--- config.mk ---
export PLATFORM = sky130hd
export DESIGN_NAME = reflectance_line_position
export DESIGN_NICKNAME = d
export VERILOG_FILES = /design/src/hdl/rlp_pkg.sv /design/src/hdl/rlp_div.sv /design/src/hdl/reflectance_line_position.sv
export SDC_FILE = /design/constraint.sdc
export NUM_CORES = 2
export LEC_CHECK = 0
export ABC_CLOCK_PERIOD_IN_PS = 8000
export BUFFER_PORTS_ARGS = -buffer_cell sky130_fd_sc_hd__buf_2
export CAP_MARGIN = 20
export CORE_ASPECT_RATIO = 0.9
export CORE_MARGIN = 2
export CORE_UTILIZATION = 58
export DETAILED_ROUTE_END_ITERATION = 10
export PLACE_DENSITY = 0.77
export SLEW_MARGIN = 15
export SYNTH_ARGS = -nofsm -noshare
export SYNTH_HDL_FRONTEND = slang
export SYNTH_HIERARCHICAL = 1
export SYNTH_SLANG_ARGS = --single-unit
--- constraint.sdc ---
create_clock -name clk_i -period 8 [get_ports clk_i]
set_input_delay 0 -clock clk_i [delete_from_list [all_inputs] [get_ports clk_i]]
set_output_delay 0 -clock clk_i [all_outputs]
set_load 0.02 [all_outputs]
--- src/hdl/rlp_pkg.sv ---
`default_nettype none
package rlp_pkg;
  localparam int unsigned CountWidth = 16;
  localparam int unsigned NumSensors = 6;
  localparam int unsigned NormWidth = 10;
  localparam int unsigned PosWidth = 13;
  localparam int unsigned NormScale = 1000;
  // dividend: scaled numerator, up to 1000*15*1000 = 1.5e7 < 2^24; 1000*65535 < 2^26
  localparam int unsigned DivWidth = 26;
  localparam logic [1:0] ReqMeasure = 2'd0;
  localparam logic [1:0] ReqCalStart = 2'd1;
  localparam logic [1:0] ReqCalMore = 2'd2;
  localparam int unsigned SelWidth = 3;
endpackage
`default_nettype wire

--- src/hdl/rlp_div.sv ---
`default_nettype none
module rlp_div (
  input  wire logic clk_i,
  input  wire logic rst_ni,
  input  wire logic start_i,
  input  wire logic [rlp_pkg::DivWidth-1:0] num_i,
  input  wire logic [rlp_pkg::DivWidth-1:0] den_i,
  output logic done_o,
  output logic [rlp_pkg::DivWidth-1:0] quo_o
);
  import rlp_pkg::*;

  localparam int unsigned CntW = $clog2(DivWidth + 1);

  logic [DivWidth-1:0] rem_q, rem_d, quo_q, quo_d, den_q, den_d;
  logic [CntW-1:0] cnt_q, cnt_d;
  logic busy_q, busy_d, done_q, done_d;
  logic [DivWidth:0] trial;
  logic [DivWidth:0] shifted;

  always_comb begin
    rem_d = rem_q;
    quo_d = quo_q;
    den_d = den_q;
    cnt_d = cnt_q;
    busy_d = busy_q;
    done_d = 1'b0;
    shifted = {rem_q, quo_q[DivWidth-1]};
    trial = shifted - {1'b0, den_q};
    if (start_i) begin
      rem_d = '0;
      quo_d = num_i;
      den_d = den_i;
      cnt_d = CntW'(DivWidth);
      busy_d = 1'b1;
    end else if (busy_q) begin
      // one quotient bit per cycle
      if (!trial[DivWidth]) begin
        rem_d = trial[DivWidth-1:0];
        quo_d = {quo_q[DivWidth-2:0], 1'b1};
      end else begin
        rem_d = shifted[DivWidth-1:0];
        quo_d = {quo_q[DivWidth-2:0], 1'b0};
      end
      cnt_d = cnt_q - 1'b1;
      if (cnt_q == CntW'(1)) begin
        busy_d = 1'b0;
        done_d = 1'b1;
      end
    end
  end

  always_ff @(posedge clk_i or negedge rst_ni) begin
    if (!rst_ni) begin
      busy_q <= 1'b0;
      done_q <= 1'b0;
      cnt_q <= '0;
    end else begin
      busy_q <= busy_d;
      done_q <= done_d;
      cnt_q <= cnt_d;
    end
  end

  always_ff @(posedge clk_i) begin
    rem_q <= rem_d;
    quo_q <= quo_d;
    den_q <= den_d;
  end

  assign done_o = done_q;
  assign quo_o = quo_q;
endmodule
`default_nettype wire

--- src/hdl/reflectance_line_position.sv ---
// Reflectance line position: six discharge counts in, six normalized
// readings and a weighted line position out, one result beat per input beat.
// Input channel: in_valid_i / in_stall_o with req_type_i and count_*_i.
// Output channel: out_valid_o / out_stall_i with position_o, no_signal_o and
// norm_*_o, held in an output register until taken.
// Calibration beats (start or extend the min/max window) skip the divider.
// Measure beats run up to seven divisions through one shared bit-serial
// restoring divider, one quotient bit per cycle over 26 bits; sensors with
// a zero span skip their division, and a zero sum skips the position one.
// One beat is processed at a time; the next is accepted once the result
// register is free or being taken.
// Reset clears the window to all zero and empties the result register.
// While the receiver stalls, the result holds and no new beat is taken
// after the current one completes.
`default_nettype none
module reflectance_line_position (
  input  wire logic clk_i,
  input  wire logic rst_ni,
  input  wire logic in_valid_i,
  output logic in_stall_o,
  input  wire logic [1:0] req_type_i,
  input  wire logic [15:0] count_0_i,
  input  wire logic [15:0] count_1_i,
  input  wire logic [15:0] count_2_i,
  input  wire logic [15:0] count_3_i,
  input  wire logic [15:0] count_4_i,
  input  wire logic [15:0] count_5_i,
  output logic out_valid_o,
  input  wire logic out_stall_i,
  output logic [12:0] position_o,
  output logic no_signal_o,
  output logic [9:0] norm_0_o,
  output logic [9:0] norm_1_o,
  output logic [9:0] norm_2_o,
  output logic [9:0] norm_3_o,
  output logic [9:0] norm_4_o,
  output logic [9:0] norm_5_o
);
  import rlp_pkg::*;

  typedef enum logic [2:0] {
    S_IDLE, S_CLAMP, S_START, S_WAIT, S_POS, S_PWAIT, S_OUT
  } state_e;

  state_e state_q;
  logic [CountWidth-1:0] min_q [NumSensors];
  logic [CountWidth-1:0] max_q [NumSensors];
  logic [CountWidth-1:0] cnt_q [NumSensors];
  logic [NormWidth-1:0] norm_q [NumSensors];
  logic [SelWidth-1:0] sel_q;
  logic [DivWidth-1:0] wsum_q, nsum_q;
  logic [PosWidth-1:0] pos_q;
  logic nosig_q, out_valid_q, zero_q;

  logic [CountWidth-1:0] cin [NumSensors];
  assign cin[0] = count_0_i[CountWidth-1:0];
  assign cin[1] = count_1_i[CountWidth-1:0];
  assign cin[2] = count_2_i[CountWidth-1:0];
  assign cin[3] = count_3_i[CountWidth-1:0];
  assign cin[4] = count_4_i[CountWidth-1:0];
  assign cin[5] = count_5_i[CountWidth-1:0];

  logic out_free, in_acc;
  assign out_free = !out_valid_q || !out_stall_i;
  // the result register doubles as working storage: hold input until it drains
  assign in_stall_o = !((state_q == S_IDLE) && out_free);
  assign in_acc = in_valid_i && (state_q == S_IDLE) && out_free;

  // divider operands: selected sensor or the position quotient
  logic div_start, div_done;
  logic [DivWidth-1:0] div_num, div_den, div_quo;
  logic [CountWidth-1:0] smin, smax, scnt;
  assign smin = min_q[sel_q];
  assign smax = max_q[sel_q];
  assign scnt = cnt_q[sel_q];

  always_comb begin
    div_start = 1'b0;
    div_num = DivWidth'(scnt - smin) * DivWidth'(NormScale);
    div_den = DivWidth'(smax - smin);
    if (state_q == S_START && smax > smin) div_start = 1'b1;
    if (state_q == S_POS) begin
      div_start = !zero_q;
      div_num = wsum_q * DivWidth'(NormScale);
      div_den = nsum_q;
    end
  end

  rlp_div u_div (
    .clk_i(clk_i), .rst_ni(rst_ni), .start_i(div_start),
    .num_i(div_num), .den_i(div_den), .done_o(div_done), .quo_o(div_quo)
  );

  logic [NormWidth-1:0] nval;
  assign nval = (smax > smin) ? div_quo[NormWidth-1:0] : '0;

  always_ff @(posedge clk_i or negedge rst_ni) begin
    if (!rst_ni) begin
      state_q <= S_IDLE;
      out_valid_q <= 1'b0;
      sel_q <= '0;
      zero_q <= 1'b0;
      wsum_q <= '0;
      nsum_q <= '0;
      pos_q <= '0;
      nosig_q <= 1'b0;
      for (int i = 0; i < NumSensors; i++) begin
        min_q[i] <= '0;
        max_q[i] <= '0;
        cnt_q[i] <= '0;
        norm_q[i] <= '0;
      end
    end else begin
      if (out_valid_q && !out_stall_i && state_q != S_OUT) out_valid_q <= 1'b0;
      case (state_q)
        S_IDLE: begin
          if (in_acc) begin
            sel_q <= '0;
            wsum_q <= '0;
            nsum_q <= '0;
            for (int i = 0; i < NumSensors; i++) begin
              cnt_q[i] <= cin[i];
              norm_q[i] <= '0;
            end
            pos_q <= '0;
            nosig_q <= 1'b0;
            if (req_type_i == ReqMeasure) begin
              state_q <= S_CLAMP;
            end else begin
              for (int i = 0; i < NumSensors; i++) begin
                if (req_type_i == ReqCalStart) begin
                  min_q[i] <= cin[i];
                  max_q[i] <= cin[i];
                end else if (cin[i] < min_q[i]) begin
                  min_q[i] <= cin[i];
                end else if (cin[i] >= max_q[i]) begin
                  max_q[i] <= cin[i];
                end
              end
              state_q <= S_OUT;
            end
          end
        end
        S_CLAMP: begin
          for (int i = 0; i < NumSensors; i++) begin
            if (cnt_q[i] < min_q[i]) begin
              cnt_q[i] <= (min_q[i] + 1'b1 > max_q[i]) ? max_q[i] - 1'b1 : min_q[i] + 1'b1;
            end else if (cnt_q[i] > max_q[i]) begin
              cnt_q[i] <= max_q[i] - 1'b1;
            end
          end
          state_q <= S_START;
        end
        S_START: begin
          if (smax > smin) begin
            state_q <= S_WAIT;
          end else if (sel_q == SelWidth'(NumSensors - 1)) begin
            // zero span: norm stays 0, advance
            zero_q <= (nsum_q == '0);
            state_q <= S_POS;
          end else begin
            sel_q <= sel_q + 1'b1;
          end
        end
        S_WAIT: begin
          if (div_done) begin
            norm_q[sel_q] <= nval;
            nsum_q <= nsum_q + DivWidth'(nval);
            wsum_q <= wsum_q + DivWidth'(nval) * DivWidth'(sel_q);
            if (sel_q == SelWidth'(NumSensors - 1)) begin
              zero_q <= (nsum_q + DivWidth'(nval) == '0);
              state_q <= S_POS;
            end else begin
              sel_q <= sel_q + 1'b1;
              state_q <= S_START;
            end
          end
        end
        S_POS: begin
          if (zero_q) begin
            nosig_q <= 1'b1;
            state_q <= S_OUT;
          end else begin
            state_q <= S_PWAIT;
          end
        end
        S_PWAIT: begin
          if (div_done) begin
            pos_q <= div_quo[PosWidth-1:0];
            state_q <= S_OUT;
          end
        end
        S_OUT: begin
          if (out_free) begin
            out_valid_q <= 1'b1;
            state_q <= S_IDLE;
          end
        end
        default: state_q <= S_IDLE;
      endcase
    end
  end

  assign out_valid_o = out_valid_q;
  assign position_o = pos_q;
  assign no_signal_o = nosig_q;
  assign norm_0_o = norm_q[0];
  assign norm_1_o = norm_q[1];
  assign norm_2_o = norm_q[2];
  assign norm_3_o = norm_q[3];
  assign norm_4_o = norm_q[4];
  assign norm_5_o = norm_q[5];
endmodule
`default_nettype wire

# Word level (Yosys, flattened, before mapping)
# Cells that the tools add are included.
[word_totals]
wordCells = 301
output_inout_bits = 76
inputBits = 102
reg_bits = 507
[op_classes]
multipliers = 3
n_eq_ne = 31
mux = 116
reduce_logical = 59
magnitude_cmp = 33
n_addsub = 19
n_bitwise = 2
[op_table]
columns = ["op", "count"]
rows = [
  ["16-bit 2-to-1 mux", 54],
  ["16-bit > comparator", 13],
  ["26-bit 2-to-1 mux", 8],
  ["16-bit less-than comparator", 12],
  ["96-bit case mux with 2 select lines", 1],
  ["16-bit binary-select mux with 3-bit select", 3],
  ["60-bit 2-to-1 mux", 2],
  ["60-bit case mux with 2 select lines", 1],
  ["26-bit case mux with 2 select lines", 2],
  ["16-bit by 1-bit adder with 16-bit output (second input constant)", 6],
  ["16-bit >= comparator", 6],
  ["96-bit 2-to-1 mux", 1],
  ["16-bit by 1-bit subtractor with 16-bit output (second input constant)", 6],
  ["60-bit bitwise mux", 1],
  ["26-bit logical NOT", 2],
  ["26-bit by 7-bit multiplier with 23-bit output (second input constant)", 2],
  ["5-bit AND reduction", 8],
  ["3-bit 2-to-1 mux", 12],
  ["2-bit nonzero test", 18],
  ["16-bit by 16-bit subtractor with 17-bit output", 2],
  ["10-bit demux with 3-bit select", 1],
  ["4-bit AND reduction", 7],
  ["3-bit AND reduction", 9],
  ["27-bit by 26-bit subtractor with 27-bit output", 1],
  ["33 further kinds", 85],
]

# Longest topological paths before layout
[logic_depth]
depth_word = 11
depth_mapped = 35
ltp_nobuf = 33

# Hierarchy
# The synthesis kept the hierarchy.
[by_module_without_submodules]
columns = ["module", "seq_area_each_um2", "area_per_inst_um2", "cells_per_inst", "n_inst"]
rows = [
  ["reflectance_line_position", 10485.1, 43251.5, 4870, 1],
  ["rlp_div", 2257.2, 4667.0, 420, 1],
]

# Worst setup path after synthesis
# No wires, ideal clock.
[synth_path]
path_type = "flip-flop to flip-flop"
from = "register sel_q[2]"
to = "register u_div.quo_q[25] (netlist: u_div/quo_o[25]) (data pin)"
stages_incl_launch_ff = 34
synth_period_minus_slack_ns = 7.832
path_buffers = 4
setup_slack_ns = 0.168
t_arrival_ns = 7.572
setup_time_ns = 0.260
required_ns = 7.740
path_cell_list = "dfrtp_1 > clkbuf_1 > nor3_1 > clkbuf_1 > clkbuf_1 > buf_1 > a22oi_1 > nand3_1 > ha_1 > o21a_1 > o21ai_0 > a21oi_1 > a211oi_1 > nor3_1 > o21ai_0 > o41ai_1 > a2111o_1 > ha_1 > inv_1 > fa_1 > inv_1 > fa_1 > inv_1 > fa_1 > inv_1 > ha_1 > a21oi_1 > o21ai_0 > o41ai_1 > nand3_1 > o311a_1 > xor2_1 > mux2i_1 > mux2_2"
[synth_via]
elab_cells_between_ends = 18
classes_between = "1 x add/sub; 1 x mul; 1 x order compare; 13 x mux; 1 x bitwise; 1 x reduce/logical"
[synth_lines]
columns = ["element", "line", "rtl"]
rows = [
  ["start: declaration", "reflectance_line_position.sv:50", "logic [SelWidth-1:0] sel_q;"],
  ["start signal: assignment", "reflectance_line_position.sv:162", "sel_q <= sel_q + 1'b1;"],
  ["start signal: assignment", "reflectance_line_position.sv:174", "sel_q <= sel_q + 1'b1;"],
  ["3-bit inverter with 4-bit output (implied by the code) (*)", "reflectance_line_position.sv:73, reflectance_line_position.sv:75", ""],
  ["16-bit binary-select mux with 3-bit select (on tied branches)", "reflectance_line_position.sv:75, reflectance_line_position.sv:73", ""],
  ["16-bit 2-to-1 mux (on tied branches) (2 in a row)", "reflectance_line_position.sv:75, reflectance_line_position.sv:73", ""],
  ["16-bit by 16-bit subtractor with 17-bit output (*)", "reflectance_line_position.sv:79", "div_num = DivWidth'(scnt - smin) * DivWidth'(NormScale);"],
  ["26-bit by 7-bit multiplier with 23-bit output (*)", "reflectance_line_position.sv:79", ""],
  ["26-bit 2-to-1 mux (*)", "reflectance_line_position.sv:82", "if (state_q == S_POS) begin"],
  ["named net div_num[25]", "reflectance_line_position.sv:71", "logic [DivWidth-1:0] div_num, div_den, div_quo;"],
  ["26-bit 2-to-1 mux (*)", "rlp_div.sv:30", "if (start_i) begin"],
  ["named net u_div.quo_d[25]", "rlp_div.sv:15", "logic [DivWidth-1:0] rem_q, rem_d, quo_q, quo_d, den_q, den_d;"],
  ["end signal: assignment", "rlp_div.sv:67", "quo_q <= quo_d;"],
  ["end: declaration", "rlp_div.sv:15", ""],
]
# The timed path passes the listed nets; every way through them passes the cells marked *. The select of a mux whose other input is x is not followed.
# A chain may end at the register's enable or synchronous reset.

# Worst setup path after layout
[layout_path]
from = "register sel_q[1]"
to = "register u_div.quo_q[25] (netlist: u_div/quo_o[25]) (data pin)"
# Same word-level chain as after synthesis.

==> impl_metrics.yaml <==
synth:
  synth-main-ff-cell: "dfrtp_1"
  synth-seq-cells: 504
  synth.distinct_cells: 96
  syn_area_mm2: 0.0479
  synth_edf_count: 52
  ys_warn_count: 6
  ys_async_sr_fraction_pct: 84.5
  avgSynthCellArea_um2: 9.06
  syn-instance-count: 5290
  yosysSeqAreaShare_pct: 26.6
layout:
  post-route-util_pct: 66.3
  stdcell_area_mm2: 0.0540
  syn2layout_area_growth_pct: 12.8
  drive_above_1_share_pct: 13.3
  fin_nets: 6486
floorplanning:
  num_rows: 99
  ios: 178
  start_util_pct: 58.8
  core_mm2: 0.0815
  die_area_mm2: 0.0849
  die_h_um: 277
  die_w_um: 307
global_routing:
  grt_max_degree: 160
  met3_usage_pct: 7.84
  grt_use_met2_pct: 56.6
  grt_overflow: 0
  grt_first_pass_wirelength_um: 255000
  use_met1_pct: 57.3
  first_global_vias: 41400
  grt_busiest_layer: "met1"
  grt_usage_pct: 38.9
  antenna_found_initial: 8
clocking:
  cts_sinks: 504
  clockBufferDepth: 3
  clockRootBuffer: "clkbuf_16"
  cts_tree: "done"
  cts_htree_levels: 2
  path_clk_slew_ps: 60
  clk-insertion-delay-late_ps: 660
  numCtsBuffers: 59
setup_path:
  path_max_fanout: 9
  crit_path_end_kind: "flip-flop"
  r2r_end: "u_div/quo_o[25]"
  rr_startpoint: "sel_q[1]"
  crit_required_ps: 8410
  crit_arrival_ps: 8070
  slowest_delay_ps: 530
  crit_start: "sel_q[1]"
  reg2reg_depth: 33
  critPathKind: "reg2reg"
  crit_top_cell: "inv_1"
  reg2reg_slack_ps: 340
  cp_slowest_cell: "fa_1"
  crit_path_end: "u_div/quo_o[25]"
  critPathLaunchType: "flip-flop"
routing:
  drt_wl_total_um: 167000
  drtAntennaViolNets: 0
  post-route-drc-count: 0
  firstDrtPassIters: 9
  via_per_inst: 6.50
  vias: 43500
  first_iter_violations: 4672
  routedWlPerCell_um: 24.9
pwr:
  power_frac_comb_pct: 5.4
  clkPwrFrac_pct: 50.5
  intPower_mw: 4.41
  leakagePower_nw: 25.8
  swShare_pct: 24.5
  p_per_area_mw_per_mm2: 108
  sequentialPowerShare_pct: 44.1
  totalPowerFinal_mw: 5.85
  p_sw_mw: 1.43
  irDropWorstVdd_v: 0.000190
placement:
  dpl_cell_area_mm2: 0.0506
  dp_hpwl_um: 131000
  io_buffers: 177
  place_congestion: 1.03
  place_ws_ps: 17.6
timing:
  finClkSkew_ps: 36.1
  hold_viol_final: 0
  relSlewSlack_pct: 19.5
  fin_crit_ps: 7660
  fin_crit_sh_pct: 95.7
  worstMarginPinSlew_ps: 1210
  setup_violations: 0
  worst_slack_ps: 340
  final-max-slew-violation-count: 0
  fmax_ghz: 0.131
  rsz0062_at_grt: "true"
job:
  drv_cap: 0
worst_hold_path:
  hold_path_class: "in2reg"
status:
  status: "complete, no violations"
[what timing repair did]
| item | 4_1_cts | 5_1_grt |
|---|---|---|
| gates resized for setup | 1 | 46 |
| setup buffers | 0 | 4 |
| hold endpoints to repair | 396 | 0 |
| hold buffers | 100 | 0 |
| setup endpoints to repair | 1 | 12 |
| pin swaps | 0 | 11 |
| cloned | 0 | 0 |
[power by group through the flow]
stage	combinational [mW]	clock [mW]	sequential, mW
3_3_place_gp	0.258	0	2.63
6_report	0.316	2.95	2.58
3_5_place_dp	0.266	0	2.63
2_1_floorplan	0.110	0	2.63
4_1_cts	0.307	2.98	2.58
5_1_grt	0.349	3.07	2.58
[area by class of cell]
type	count	area (um^2)
antenna	1	2.50
clock inverter	41	483
multi-input combinational	4152	33100
clock buffer	70	1610
inverter	429	1610
sequential	504	12700
fill	6698	27500
tap	1060	1330
timing repair buffer	438	3210
[placed cells by master (no fill, tap or decap), types with 21 or more instances in the layout]
cell,Yosys,final
edfxtp_1,52,52
clkbuf_16,0,61
mux2_2,201,201
a31oi_1,40,37
o21ai_0,324,318
o21a_1,50,50
a211oi_1,66,64
buf_4,1,151
dlygate4sd3_1,0,99
fa_1,143,142
xnor2_1,236,232
buf_2,16,176
dfrtp_1,426,423
o211ai_1,76,76
inv_1,427,426
xor2_1,60,59
nor3_1,137,133
a22oi_1,113,111
o21ai_1,30,31
mux2i_1,100,100
a211o_1,34,34
a21o_1,149,149
nor2_1,238,235
a221oi_1,28,21
ha_1,657,655
or3_1,30,30
nor4_1,31,31
dfxtp_1,26,26
a221o_1,31,31
a21oi_1,239,234
nand2b_1,53,52
nand3_1,162,162
and3_1,88,86
nor2b_1,44,44
nand4_1,84,84
nand2_1,451,451
a22o_1,22,22
[worst min-delay path by stage]
stage	slack, ps	to	depth (start not counted)	from
floorplan	-300	cnt_q[0]	0	rst_ni
global placement	6	max_q[12]	1	rst_ni
detailed placement	0.7	max_q[13]	1	rst_ni
CTS	10	max_q[78]	4	req_type_i[1]
global route	50	max_q[78]	4	req_type_i[1]
finish	50	no_signal_o	4	in_valid_i
[sequential cells by signal, indices dropped and copies added (netlist names)]
register	flops
no_signal_o	1
min_q	96
max_q	96
u_div/den_q	26
sel_q	3
wsum_q	23
u_div/cnt_q	5
out_valid_o	1
u_div/rem_q	26
zero_q	1
state_q	3
norm_5_o	10
norm_2_o	10
norm_0_o	10
cnt_q	96
position_o	13
norm_1_o	10
u_div/quo_o	26
u_div/busy_q	1
norm_4_o	10
u_div/done_o	1
norm_3_o	10
nsum_q	26
[cell usage after synthesis (66+ instances only)]
master      n  share of area [%]
a211oi_1   66                1.0
a21o_1    149                2.3
a21oi_1   239                2.5
a22oi_1   113                1.8
and3_1     88                1.1
clkbuf_1  168                1.3
dfrtp_1   426                 22
fa_1      143                6.0
ha_1      657                 17
inv_1     427                3.3
mux2_2    201                4.7
mux2i_1   100                2.1
nand2_1   451                3.5
nand3_1   162                1.7
nand4_1    84                1.1
nor2_1    238                1.9
nor3_1    137                1.4
o211ai_1   76                1.2
o21ai_0   324                3.4
xnor2_1   236                4.3
[metrics by stage]
| stage | hold WS, ps | instances | TNS, ps |
|---|---|---|---|
| after floorplan | -296 | 5292 | 0 |
| after global placement | 5.56 | 6475 | 0 |
| after detailed placement | 0.748 | 6475 | 0 |
| after CTS | 10.3 | 6686 | 0 |
| after global routing | 53.3 | 6694 | -21.6 |
| final | 54.4 | 6695 | 0 |
[kinds of logic (layout without fill, tap and decap cells)]
kind of cell	count (synthesis)	count (layout)	share of synthesized area [%]
muxes	301	301	6.81
buffers and inverters	636	978	5.09
xor gates and xnor gates	297	297	5.47
DFF	504	504	26.6
and+or+nand+nor	1407	1407	14.3
adders and majority gates	802	802	23.2
other	1	4	0.00783
AOI/OAI and AO/OA	1342	1342	18.5
[worst max-delay path: cells and delay by family (launching register included)]
kind	cells	cell delay [ps]
AO/OA/AOI/OAI	10	2020
XOR/XNOR	2	400
multiplexers	2	370
flip-flops	1	380
AND/OR/NAND/NOR	3	310
adder cells (fa/ha/maj)	7	2910
buffers and inverters	9	1040
[layer usage]
layer	wire (um)	part of all wire, %
met3	17400	10
met4	6070	3.6
met5	37	0.022
met1	73300	44
met2	69800	42
Power figures use the tool's default switching activity.
